### config.mk
export PLATFORM = sky130hd
export DESIGN_NAME = uart_register_block_with_rx_fifo_flat
export DESIGN_NICKNAME = d
export VERILOG_FILES = /design/src/rtl/urb_pkg.sv /design/src/rtl/urb_if.sv /design/src/rtl/uart_register_block_with_rx_fifo.sv /design/src/rtl/urb_rx_mem.sv /design/src/rtl/urb_ctrl.sv /design/src/flat_wrapper.sv
export SDC_FILE = /design/constraint.sdc
export NUM_CORES = 1
export LEC_CHECK = 0
export ABC_AREA = 0
export BUFFER_PORTS_ARGS = -buffer_cell sky130_fd_sc_hd__buf_2
export CORE_MARGIN = 4
export CORE_UTILIZATION = 63
export CTS_BUF_LIST = sky130_fd_sc_hd__clkbuf_4 sky130_fd_sc_hd__clkbuf_8
export DETAILED_ROUTE_END_ITERATION = 6
export MAX_ROUTING_LAYER = met4
export PLACE_DENSITY = 0.95
export RECOVER_POWER = 100
export SLEW_MARGIN = 20
export SYNTH_ARGS = -nofsm -noshare
export SYNTH_HDL_FRONTEND = slang
export SYNTH_SLANG_ARGS = --single-unit
### constraint.sdc
create_clock -name clk -period 5.4 [get_ports clk]
set_input_delay 1.08 -clock clk [delete_from_list [all_inputs] [get_ports clk]]
set_output_delay 1.08 -clock clk [all_outputs]
set_load 0.02 [all_outputs]
### src/rtl/urb_pkg.sv
package urb_pkg;

    // Default depth of the receive FIFO, in bytes.
    localparam int RX_DEPTH_DEF = 16;

    // Width of a bus word.
    localparam int WORD_W = 32;
    localparam int BYTE_W = 8;
    localparam int OFS_W  = 8;
    localparam int CMD_W  = 2;

    // Register offsets within the bus window.
    localparam logic [OFS_W-1:0] OFS_CTRL = 8'h00;
    localparam logic [OFS_W-1:0] OFS_DATA = 8'h04;

    // Bit positions in the control register.
    localparam int CTRL_INT_EN_BIT = 0;
    localparam int CTRL_READY_BIT  = 1;

    // Item commands. Code 3 is unused and is handled by default arms.
    typedef enum logic [CMD_W-1:0] {
        CMD_READ  = 2'd0,
        CMD_WRITE = 2'd1,
        CMD_PUSH  = 2'd2
    } cmd_t;

    // Controller states.
    typedef enum logic {
        ST_IDLE = 1'b0,
        ST_POP  = 1'b1
    } state_t;

    // One result word.
    typedef struct packed {
        logic [WORD_W-1:0] read_value;
        logic              tx_valid;
        logic [BYTE_W-1:0] tx_byte;
        logic              irq_strobe;
        logic              rx_overflow;
    } result_t;

endpackage

### src/rtl/urb_if.sv
// Request channel: one bus access or one received byte per word.
interface urb_req_if;
    logic       valid;
    logic       ready;
    logic [1:0] command;
    logic [7:0] reg_offset;
    logic [31:0] write_value;
    logic [7:0] rx_byte;

    modport source (
        output valid, command, reg_offset, write_value, rx_byte,
        input  ready
    );
    modport sink (
        input  valid, command, reg_offset, write_value, rx_byte,
        output ready
    );
endinterface

// Response channel: exactly one word per request.
interface urb_rsp_if;
    logic        valid;
    logic        ready;
    logic [31:0] read_value;
    logic        tx_valid;
    logic [7:0]  tx_byte;
    logic        irq_strobe;
    logic        rx_overflow;

    modport source (
        output valid, read_value, tx_valid, tx_byte, irq_strobe, rx_overflow,
        input  ready
    );
    modport sink (
        input  valid, read_value, tx_valid, tx_byte, irq_strobe, rx_overflow,
        output ready
    );
endinterface

### src/rtl/uart_register_block_with_rx_fifo.sv
// UART register block with a receive FIFO. Each request word is a bus read,
// a bus write or a byte received from the serial line, and each one yields
// exactly one response word, in order. Offset 0 is the control register: bit 0
// is the interrupt enable, and bit 1 reads as data ready while the receive
// FIFO holds a byte. Offset 4 is the data register: a read pops the oldest
// received byte, zero-extended, or returns 0 when the FIFO is empty, and a
// write hands the low byte out as a transmit byte. Other offsets read 0 and
// ignore writes. A received byte is pushed into the FIFO of RX_DEPTH bytes;
// when the FIFO is full the byte is dropped and rx_overflow is set. In both
// cases irq_strobe follows the interrupt enable. Most requests are answered
// from idle; a data read that pops a byte also passes through the pop state,
// as the synchronous store returns read data in the cycle after the address.
// A finished response sits in an output register, and a new request is
// taken in the same cycle that the waiting response is taken. The store
// needs no clearing after reset: only bytes that were pushed are ever read.

module uart_register_block_with_rx_fifo #(
    parameter int RX_DEPTH = urb_pkg::RX_DEPTH_DEF
) (
    input  logic     clk,
    input  logic     rst_n,
    urb_req_if.sink  req,
    urb_rsp_if.source rsp
);

    // Pointer width into the store and width of the fill count, which must
    // also hold the full depth.
    localparam int AW = $clog2(RX_DEPTH);
    localparam int CW = $clog2(RX_DEPTH + 1);

    logic          mem_wr_en;
    logic [AW-1:0] mem_wr_addr;
    logic [7:0]    mem_wr_data;
    logic          mem_rd_en;
    logic [AW-1:0] mem_rd_addr;
    logic [7:0]    mem_rd_data;

    // Sequencer: decodes requests, keeps the enable bit, the FIFO pointers
    // and the fill count, and holds the response register.
    urb_ctrl #(
        .RX_DEPTH (RX_DEPTH),
        .AW       (AW),
        .CW       (CW)
    ) u_ctrl (
        .clk         (clk),
        .rst_n       (rst_n),
        .req         (req),
        .rsp         (rsp),
        .mem_wr_en   (mem_wr_en),
        .mem_wr_addr (mem_wr_addr),
        .mem_wr_data (mem_wr_data),
        .mem_rd_en   (mem_rd_en),
        .mem_rd_addr (mem_rd_addr),
        .mem_rd_data (mem_rd_data)
    );

    // Receive byte store, written at the tail and read at the head.
    urb_rx_mem #(
        .DEPTH (RX_DEPTH),
        .AW    (AW)
    ) u_rx_mem (
        .clk     (clk),
        .wr_en   (mem_wr_en),
        .wr_addr (mem_wr_addr),
        .wr_data (mem_wr_data),
        .rd_en   (mem_rd_en),
        .rd_addr (mem_rd_addr),
        .rd_data (mem_rd_data)
    );

endmodule

### src/rtl/urb_rx_mem.sv
module urb_rx_mem #(
    parameter int DEPTH = urb_pkg::RX_DEPTH_DEF,
    parameter int AW    = $clog2(DEPTH)
) (
    input  logic          clk,
    input  logic          wr_en,
    input  logic [AW-1:0] wr_addr,
    input  logic [7:0]    wr_data,
    input  logic          rd_en,
    input  logic [AW-1:0] rd_addr,
    output logic [7:0]    rd_data
);

    logic [7:0] store [DEPTH];
    logic [7:0] rd_data_reg;

    always_ff @(posedge clk)
    begin
        if (wr_en)
        begin
            store[wr_addr] <= wr_data;
        end
    end

    always_ff @(posedge clk)
    begin
        if (rd_en)
        begin
            rd_data_reg <= store[rd_addr];
        end
    end

    assign rd_data = rd_data_reg;

endmodule

### src/rtl/urb_ctrl.sv
module urb_ctrl #(
    parameter int RX_DEPTH = urb_pkg::RX_DEPTH_DEF,
    parameter int AW       = $clog2(RX_DEPTH),
    parameter int CW       = $clog2(RX_DEPTH + 1)
) (
    input  logic          clk,
    input  logic          rst_n,
    urb_req_if.sink       req,
    urb_rsp_if.source     rsp,
    output logic          mem_wr_en,
    output logic [AW-1:0] mem_wr_addr,
    output logic [7:0]    mem_wr_data,
    output logic          mem_rd_en,
    output logic [AW-1:0] mem_rd_addr,
    input  logic [7:0]    mem_rd_data
);

    import urb_pkg::*;

    state_t        state_reg, state_next;
    logic          irq_en_reg, irq_en_next;
    logic [AW-1:0] head_reg, head_next;
    logic [AW-1:0] tail_reg, tail_next;
    logic [CW-1:0] count_reg, count_next;
    logic          out_valid_reg, out_valid_next;
    result_t       out_data_reg, out_data_next;

    logic          out_free;
    logic          not_empty;
    logic          not_full;
    result_t       res;

    assign not_empty = (count_reg != '0);
    assign not_full  = (count_reg != CW'(RX_DEPTH));
    assign out_free  = !out_valid_reg || rsp.ready;

    assign mem_wr_addr = tail_reg;
    assign mem_wr_data = req.rx_byte;
    assign mem_rd_addr = head_reg;

    always_ff @(posedge clk or negedge rst_n)
    begin
        if (!rst_n)
        begin
            state_reg     <= ST_IDLE;
            irq_en_reg    <= 1'b0;
            head_reg      <= '0;
            tail_reg      <= '0;
            count_reg     <= '0;
            out_valid_reg <= 1'b0;
        end
        else
        begin
            state_reg     <= state_next;
            irq_en_reg    <= irq_en_next;
            head_reg      <= head_next;
            tail_reg      <= tail_next;
            count_reg     <= count_next;
            out_valid_reg <= out_valid_next;
        end
    end

    always_ff @(posedge clk)
    begin
        out_data_reg <= out_data_next;
    end

    always_comb
    begin
        state_next     = state_reg;
        irq_en_next    = irq_en_reg;
        head_next      = head_reg;
        tail_next      = tail_reg;
        count_next     = count_reg;
        out_valid_next = out_valid_reg;
        out_data_next  = out_data_reg;
        mem_wr_en      = 1'b0;
        mem_rd_en      = 1'b0;
        req.ready      = 1'b0;
        res            = '0;

        if (out_valid_reg && rsp.ready)
        begin
            out_valid_next = 1'b0;
        end

        case (state_reg)
            ST_IDLE:
            begin
                req.ready = out_free;
                if (req.valid && out_free)
                begin
                    case (cmd_t'(req.command))
                        CMD_READ:
                        begin
                            if (req.reg_offset == OFS_CTRL)
                            begin
                                res.read_value[CTRL_INT_EN_BIT] = irq_en_reg;
                                res.read_value[CTRL_READY_BIT]  = not_empty;
                            end
                            else if (req.reg_offset == OFS_DATA && not_empty)
                            begin
                                // The byte comes back from the store next cycle.
                                mem_rd_en  = 1'b1;
                                head_next  = (head_reg == AW'(RX_DEPTH - 1)) ?
                                             '0 : head_reg + 1'b1;
                                count_next = count_reg - 1'b1;
                                state_next = ST_POP;
                            end
                        end
                        CMD_WRITE:
                        begin
                            if (req.reg_offset == OFS_CTRL)
                            begin
                                irq_en_next = req.write_value[CTRL_INT_EN_BIT];
                            end
                            else if (req.reg_offset == OFS_DATA)
                            begin
                                res.tx_valid = 1'b1;
                                res.tx_byte  = req.write_value[7:0];
                            end
                        end
                        CMD_PUSH:
                        begin
                            if (not_full)
                            begin
                                mem_wr_en  = 1'b1;
                                tail_next  = (tail_reg == AW'(RX_DEPTH - 1)) ?
                                             '0 : tail_reg + 1'b1;
                                count_next = count_reg + 1'b1;
                            end
                            else
                            begin
                                res.rx_overflow = 1'b1;
                            end
                            res.irq_strobe = irq_en_reg;
                        end
                        default:
                        begin
                        end
                    endcase

                    if (state_next == ST_IDLE)
                    begin
                        out_valid_next = 1'b1;
                        out_data_next  = res;
                    end
                end
            end
            ST_POP:
            begin
                // The output slot was freed when the read was accepted.
                res.read_value = {{(WORD_W - BYTE_W){1'b0}}, mem_rd_data};
                out_valid_next = 1'b1;
                out_data_next  = res;
                state_next     = ST_IDLE;
            end
            default:
            begin
                state_next = ST_IDLE;
            end
        endcase
    end

    assign rsp.valid       = out_valid_reg;
    assign rsp.read_value  = out_data_reg.read_value;
    assign rsp.tx_valid    = out_data_reg.tx_valid;
    assign rsp.tx_byte     = out_data_reg.tx_byte;
    assign rsp.irq_strobe  = out_data_reg.irq_strobe;
    assign rsp.rx_overflow = out_data_reg.rx_overflow;

endmodule
### src/flat_wrapper.sv
// flat-port wrapper written by rule: the top's interface ports become plain ports
module uart_register_block_with_rx_fifo_flat 
#(
    parameter int RX_DEPTH = urb_pkg::RX_DEPTH_DEF
)
  (clk, rst_n, req_valid, req_command, req_reg_offset, req_write_value, req_rx_byte, req_ready, rsp_valid, rsp_read_value, rsp_tx_valid, rsp_tx_byte, rsp_irq_strobe, rsp_rx_overflow, rsp_ready);
  urb_req_if req_i ();
  urb_rsp_if rsp_i ();
  input  logic clk;
  input  logic rst_n;
  input wire logic [$bits(req_i.valid)-1:0] req_valid;
  input wire logic [$bits(req_i.command)-1:0] req_command;
  input wire logic [$bits(req_i.reg_offset)-1:0] req_reg_offset;
  input wire logic [$bits(req_i.write_value)-1:0] req_write_value;
  input wire logic [$bits(req_i.rx_byte)-1:0] req_rx_byte;
  output wire logic [$bits(req_i.ready)-1:0] req_ready;
  output wire logic [$bits(rsp_i.valid)-1:0] rsp_valid;
  output wire logic [$bits(rsp_i.read_value)-1:0] rsp_read_value;
  output wire logic [$bits(rsp_i.tx_valid)-1:0] rsp_tx_valid;
  output wire logic [$bits(rsp_i.tx_byte)-1:0] rsp_tx_byte;
  output wire logic [$bits(rsp_i.irq_strobe)-1:0] rsp_irq_strobe;
  output wire logic [$bits(rsp_i.rx_overflow)-1:0] rsp_rx_overflow;
  input wire logic [$bits(rsp_i.ready)-1:0] rsp_ready;
  assign req_i.valid = req_valid;
  assign req_i.command = req_command;
  assign req_i.reg_offset = req_reg_offset;
  assign req_i.write_value = req_write_value;
  assign req_i.rx_byte = req_rx_byte;
  assign req_ready = req_i.ready;
  assign rsp_valid = rsp_i.valid;
  assign rsp_read_value = rsp_i.read_value;
  assign rsp_tx_valid = rsp_i.tx_valid;
  assign rsp_tx_byte = rsp_i.tx_byte;
  assign rsp_irq_strobe = rsp_i.irq_strobe;
  assign rsp_rx_overflow = rsp_i.rx_overflow;
  assign rsp_i.ready = rsp_ready;
  uart_register_block_with_rx_fifo #(.RX_DEPTH(RX_DEPTH)) u_core (.clk(clk), .rst_n(rst_n), .req(req_i), .rsp(rsp_i));
endmodule
==> metrics.txt, run 1 <==
Async SR Flop Fraction=9.36%; CP most frequent cell=o21ai_0; routed vias=3946; TritonRoute pass-1 iters=5; clk root buf=clkbuf_8; Hold Startpoint=u_core.u_rx_mem.rd_data[4]; LEAKAGE=2.56 nW; Synth cell types=46; DR iter-0 viols=353; # DRC=0; Post-CTS Hold Buffers=0; CTS Buf Count=17; sequential area share after synthesis=70.9%; CP Max Fanout=34; worst setup path class=register to register; DP HPWL=9.07 mm; metal3 WL=1.38 mm; worst-path cell chain=clkbuf_1 > mux2_2 > o21ai_0 > a21oi_1 > o21ai_0 > nand2_1; RSZ-0062 raised after global routing=no; chip width=114 µm; Mapped Area=0.00713 mm²; Avg Synthesized Cell Area=16.2 µm²; total grt overflow=0; number of synthesized register bits=171; max-slew violations=35; DIE AREA=0.0131 mm²; H-tree depth=4; Met2 Wirelength=6.86 mm; power density cells=345 mW/mm²; fmax=0.258 GHz; row count=38; # IOs=99; die height=114 µm; skew final=0.0169 ns; slowest stage cell, crit path=clkbuf_1; final count of hold timing violations=0; layout cells sized above 1=15.6%; Initial Utilization=65.2%; Hold WC Path Type=register to register; Final Util=70.3%; Critical Path Source Type=register; top cells by count, synth=edfxtp_1 (155), buf_4 (26), nand2_1 (26); period utilization=71.8%; endpoints failing setup=0; Max-Cap Viols=2; # clock sinks=171; GP Congestion=0.854; Tot GR Track Use=22.8%; IO Port Bufs=50; yosys synthesis warning count=0; initial antenna violation count=0; worst-margin pin slew=2.31 ns; vias in the first global route=3949; critical path data required time=5.60 ns; Worst setup startpoint=u_core.u_ctrl.mem_rd_addr[0]; Critical Path AT=4.08 ns; Post-synth EDFFs=155; Placed Instances=613; Primary FF master, synth=edfxtp_1; Clock Tree Buf Depth=2; ranking of synthesized cells by area=edfxtp_1 (65%), dfrtp_1 (5.6%), mux4_2 (5.1%); DRT met1 WL=5.08 mm; ant diodes=0; Routed Antenna Nets=0; WP buf/inv=1; most frequent cell after synthesis=edfxtp_1; Layout Cells excl Fill=645; worst relative slew slack=-53.9%; Post-CTS Setup Bufs=0; Routed WL=13.6 mm; largest area contributor in the synthesized netlist=edfxtp_1; Max VDD drop=0.317 mV; Worst-Skew Late Latency=0.45 ns; Top delay family on crit path=buffers and inverters; minimum clock period=3.88 ns; Nets=555; violated checks=capacitance limit, slew limit; Crit Reg-Reg Startpoint=u_core.u_ctrl.mem_rd_addr[0]; Clock transition at path regs=0.09 ns; Core ar.=0.0109 mm²; Largest Register=u_core.u_rx_mem.store; Via density=6.12; CP peak stage delay=1.70 ns; CTS resizes=0; CTS tree=done; max reg flops=128; status=complete, but fails checks; WL per Instance=21.2 µm; TNS Setup=0 ns; Top Metal Used=met4; Layout area overhead=7.88%; Post-Syn Instances=440; pin count of the biggest net entering global routing=35; first-pass GRT wire length=21.2 mm; post-synth top area share=65.3%; Worst Setup End Kind=register
-- worst paths after layout --
check                                                  endpoint  slack (ns)  depth (start not counted)
worst max-delay path                 u_core.u_rx_mem.rd_data[7]        1.52                          6
worst min-delay path            u_core.u_ctrl.rsp.read_value[4]        0.55                          1
worst max register to register       u_core.u_rx_mem.rd_data[7]        1.52                          6
worst min register to register  u_core.u_ctrl.rsp.read_value[4]        0.55                          1
max in group asynchronous          u_core.u_ctrl.mem_rd_addr[0]        3.99                          1
min in group asynchronous          u_core.u_ctrl.mem_wr_addr[0]        0.75                          1
-- through the flow --
step	total power, W	cell area [µm²]	setup WS, ns	hold WS [ns]
after floorplan	0.00179	7220	2.26	0.495
after global routing	0.00277	7690	1.19	0.570
final	0.00265	7690	1.52	0.550
after detailed placement	0.00187	7410	1.97	0.525
after CTS	0.00268	7780	2.46	0.517
after global placement	0.00183	7390	1.72	0.506
-- cells in the final DEF (no fill, tap or decap), types with 9 or more instances in the layout --
cell,n
and2_0,13
o21ai_0,24
clkbuf_8,17
nor3_1,10
edfxtp_1,155
nand2_1,26
nor2_1,16
mux4_2,16
mux2i_1,24
clkbuf_1,34
dfrtp_1,15
buf_2,18
conb_1,24
a22oi_1,9
a21oi_1,11
-- report_power, final --
part / total [W] / switching [W] / internal [W]
Clock: 0.000823 / 0.000490 / 0.000333
Sequential: 0.00156 / 0.0000585 / 0.00150
Combinational: 0.000274 / 0.000173 / 0.000101
Total: 0.00265 / 0.000721 / 0.00193
-- layout make-up --
cell class              count  area [µm²]
clock buffers              17         234
clock inverters            15         131
fillers                   675        3240
inverters                   8        30.0
multi-input cells         241        1840
flip-flops and latches    171        5060
well taps                 140         175
repair buffers             53         225
-- cells by family (layout without fill, tap and decap cells) --
kind of cell,Yosys count,after routing,share of synthesized area (%)
and+or+nand+nor,88,88,6.47
muxes,50,50,10.1
adders and majority gates,9,9,1.68
other,1,24,0.0526
DFF,171,171,70.9
buffers and inverters,51,93,4.23
AOI/OAI and AO/OA,63,63,5.76
xor gates and xnor gates,7,7,0.860
-- routing by layer --
layer,up-vias,GRT usage (%)
met5,-,-
met4,0,7.13
met3,28,7.45
met2,239,36.7
met1,1937,27.7
li1,1742,-
(Power assumes the default switching activity.)
==> run 2: changes to the inputs <==
- CORE_UTILIZATION: 63 -> 59
- PLACE_DENSITY: 0.95 -> 0.93
- clock period: 5.4 -> 3.6 ns (I/O delays scaled with it)
==> run 2 against run 1 <==
  * The flow still finishes with violations (capacitance limit, slew limit)
  * Total power grew 52%
  * Sequential share of layout area shrank 0.70 points
  * First-iteration DRC count up 81%
  * Critical path type unchanged
  * Highest routed layer unchanged
==> metrics.txt, run 2 (synthesized netlist as in run 1, its figures left out) <==
status=complete, but fails checks; violated checks=capacitance limit, slew limit; fmax=0.346 GHz (+34%); worst-margin pin slew=1.71 ns (-0.598 ns); vias in the first global route=4000 (+1.3%); Layout fillers=774 (+15%); worst-path cell chain=clkbuf_2 > mux4_2 > a22oi_1 > nand2_1; Clock Tree Buf Depth=2 (unchanged); skew final=0.0162 ns (-0.000734 ns); Placed Instances=629 (+2.6%); critical path data required time=3.79 ns (-1.81 ns); Net Switching=0.00112 W (+55%); Hold WC Path Type=input port to asynchronous set/reset pin; initial antenna violation count=0 (unchanged); CTS resizes=0 (unchanged); # DRC=0 (unchanged); die height=118 µm (+3.1%); first-pass GRT wire length=21.9 mm (+3.1%); most frequent cells in the layout=edfxtp_1 (155), clkbuf_1 (44), nand2_1 (26); Critical Path Source Type=register; GP Congestion=0.876 (+2.6%); Worst Setup End Kind=register; DP HPWL=9.17 mm (+1.1%); CTS tree=done; Initial Utilization=61.4% (-3.8 points); Met2 Wirelength=6.82 mm (-0.64%); clk root buf=clkbuf_8; Post-CTS Setup Bufs=0 (unchanged); Layout Cells excl Fill=661 (+2.5%); Clock transition at path regs=0.10 ns (about the same); switch share=27.7% (+0.56 points); worst relative slew slack=-14.0% (+40 points); RSZ-0062 raised after global routing=no; Post-CTS Hold Buffers=0 (unchanged); Worst-Skew Late Latency=0.46 ns (about the same); layout cells sized above 1=15.8% (+0.19 points); period utilization=80.2% (+8.4 points); Routed WL=13.7 mm (+0.62%); Routed Antenna Nets=0 (unchanged); CP Max Fanout=53 (+56%); row count=39 (+2.6%); Nets=568 (+2.3%); Max VDD drop=0.376 mV (+19%); Multi-input gate area=0.00184 mm² (unchanged); metal3 WL=1.27 mm (-7.8%); ant diodes=0 (unchanged); Largest Register=u_core.u_rx_mem.store; CTS Buf Count=17 (unchanged); P_int=0.00292 W (+51%); Top Metal Used=met4; DRT met1 WL=5.46 mm (+7.4%); Layout area overhead=9.04%; Final Util=66.9% (-3.4 points); LEAKAGE=2.60 nW (+1.7%); Seq pwr share=57.8% (-0.9 points); final count of hold timing violations=0 (unchanged); total grt overflow=0 (unchanged); endpoints failing setup=0 (unchanged); DR iter-0 viols=640 (+81%); IO Port Bufs=50 (unchanged); Via density=6.05 (-1.2%); TNS Setup=0 ns (unchanged); TritonRoute pass-1 iters=6 (+1); routed vias=3996 (+1.3%); Critical Path AT=3.08 ns (-1.00 ns); logic gate share of total power=10.4% (about the same); Sequential Area=0.00506 mm² (unchanged); Tot GR Track Use=21.1% (-1.7 points); chip width=118 µm (+3.1%); DIE AREA=0.0139 mm² (+6.3%); max reg flops=128 (unchanged); Clk pwr share=31.8% (+0.8 points); power density cells=519 mW/mm² (+51%); minimum clock period=2.89 ns (-0.991 ns); WL per Instance=20.8 µm (-1.8%); CP peak stage delay=1.22 ns (-0.48 ns); max-slew violations=54 (+54%); commonest non-fill, non-tap cell in the layout=edfxtp_1; # IOs=99 (unchanged); H-tree depth=4 (unchanged); Core ar.=0.0116 mm² (+6.2%); pin count of the biggest net entering global routing=54 (+54%); worst setup path class=register to register; Max-Cap Viols=1 (-1); # clock sinks=171 (unchanged); slowest stage cell, crit path=clkbuf_2
==> run 2: cell types whose count changed in the layout (fill, tap and decap cells not counted), sizes merged <==
| cell | change |
|---|---|
| buf | +2 |
| inv | +2 |
| clkinvlp | -2 |
| clkbuf | +11 |
==> run 2: worst max-delay path, delay by kind of cell, from the launching register on <==
family	cells	cell delay (ns)
AO/OA/AOI/OAI	1	0.22
buffers and inverters	1	1.22
flip-flops	1	0.35
multiplexers	1	0.69
AND/OR/NAND/NOR	1	0.11
==> run 2: final timing paths <==
check | startpoint | to | slack (ns) | cells after the start
min | rst_n | u_core.u_ctrl.rsp.valid | 0.40 | 1
min reg2reg | u_core.u_ctrl.irq_en_reg | u_core.u_ctrl.irq_en_reg | 0.53 | 1
max in group asynchronous | rst_n | u_core.u_ctrl.mem_rd_addr[0] | 2.51 | 1
min in group clk | req_write_value[0] | u_core.u_ctrl.irq_en_reg | 0.53 | 2
max reg2reg | u_core.u_ctrl.mem_rd_addr[0] | u_core.u_rx_mem.rd_data[3] | 0.71 | 4
max | u_core.u_ctrl.mem_rd_addr[0] | u_core.u_rx_mem.rd_data[3] | 0.71 | 4
==> run 2: layout make-up <==
cell class              instances  area share (%)
multi-input cells             241            23.7
clock buffers                  17            3.01
flip-flops and latches        171            65.0
clock inverters                15            2.00
repair buffers                 66            3.60
well taps                     143            2.30
inverters                       8           0.386
==> run 2: per-layer routing <==
layer	global-route usage, %	vias up
met4	6.30	0
met3	5.43	24
met1	27.4	1952
li1	-	1776
met5	-	-
met2	33.5	244
==> run 2: stage by stage <==
stage | instance area, µm² | hold slack, ns | worst slack (ns) | total power, W
after global routing | 7770 | 0.455 | 0.515 | 0.00421
after global placement | 7510 | 0.505 | 0.721 | 0.00276
final | 7770 | 0.400 | 0.711 | 0.00404
after CTS | 7900 | 0.162 | 1.11 | 0.00406
after floorplan | 7220 | 0.424 | 0.818 | 0.00268
after detailed placement | 7510 | 0.524 | 0.634 | 0.00281
==> run 2: power groups by stage <==
stage / clock, W / combinational [W] / sequential [W]
3_3_place_gp: 0 / 0.000395 / 0.00236
4_1_cts: 0.00130 / 0.000432 / 0.00233
6_report: 0.00128 / 0.000419 / 0.00233
3_5_place_dp: 0 / 0.000431 / 0.00238
5_1_grt: 0.00139 / 0.000472 / 0.00235
2_1_floorplan: 0 / 0.000331 / 0.00235
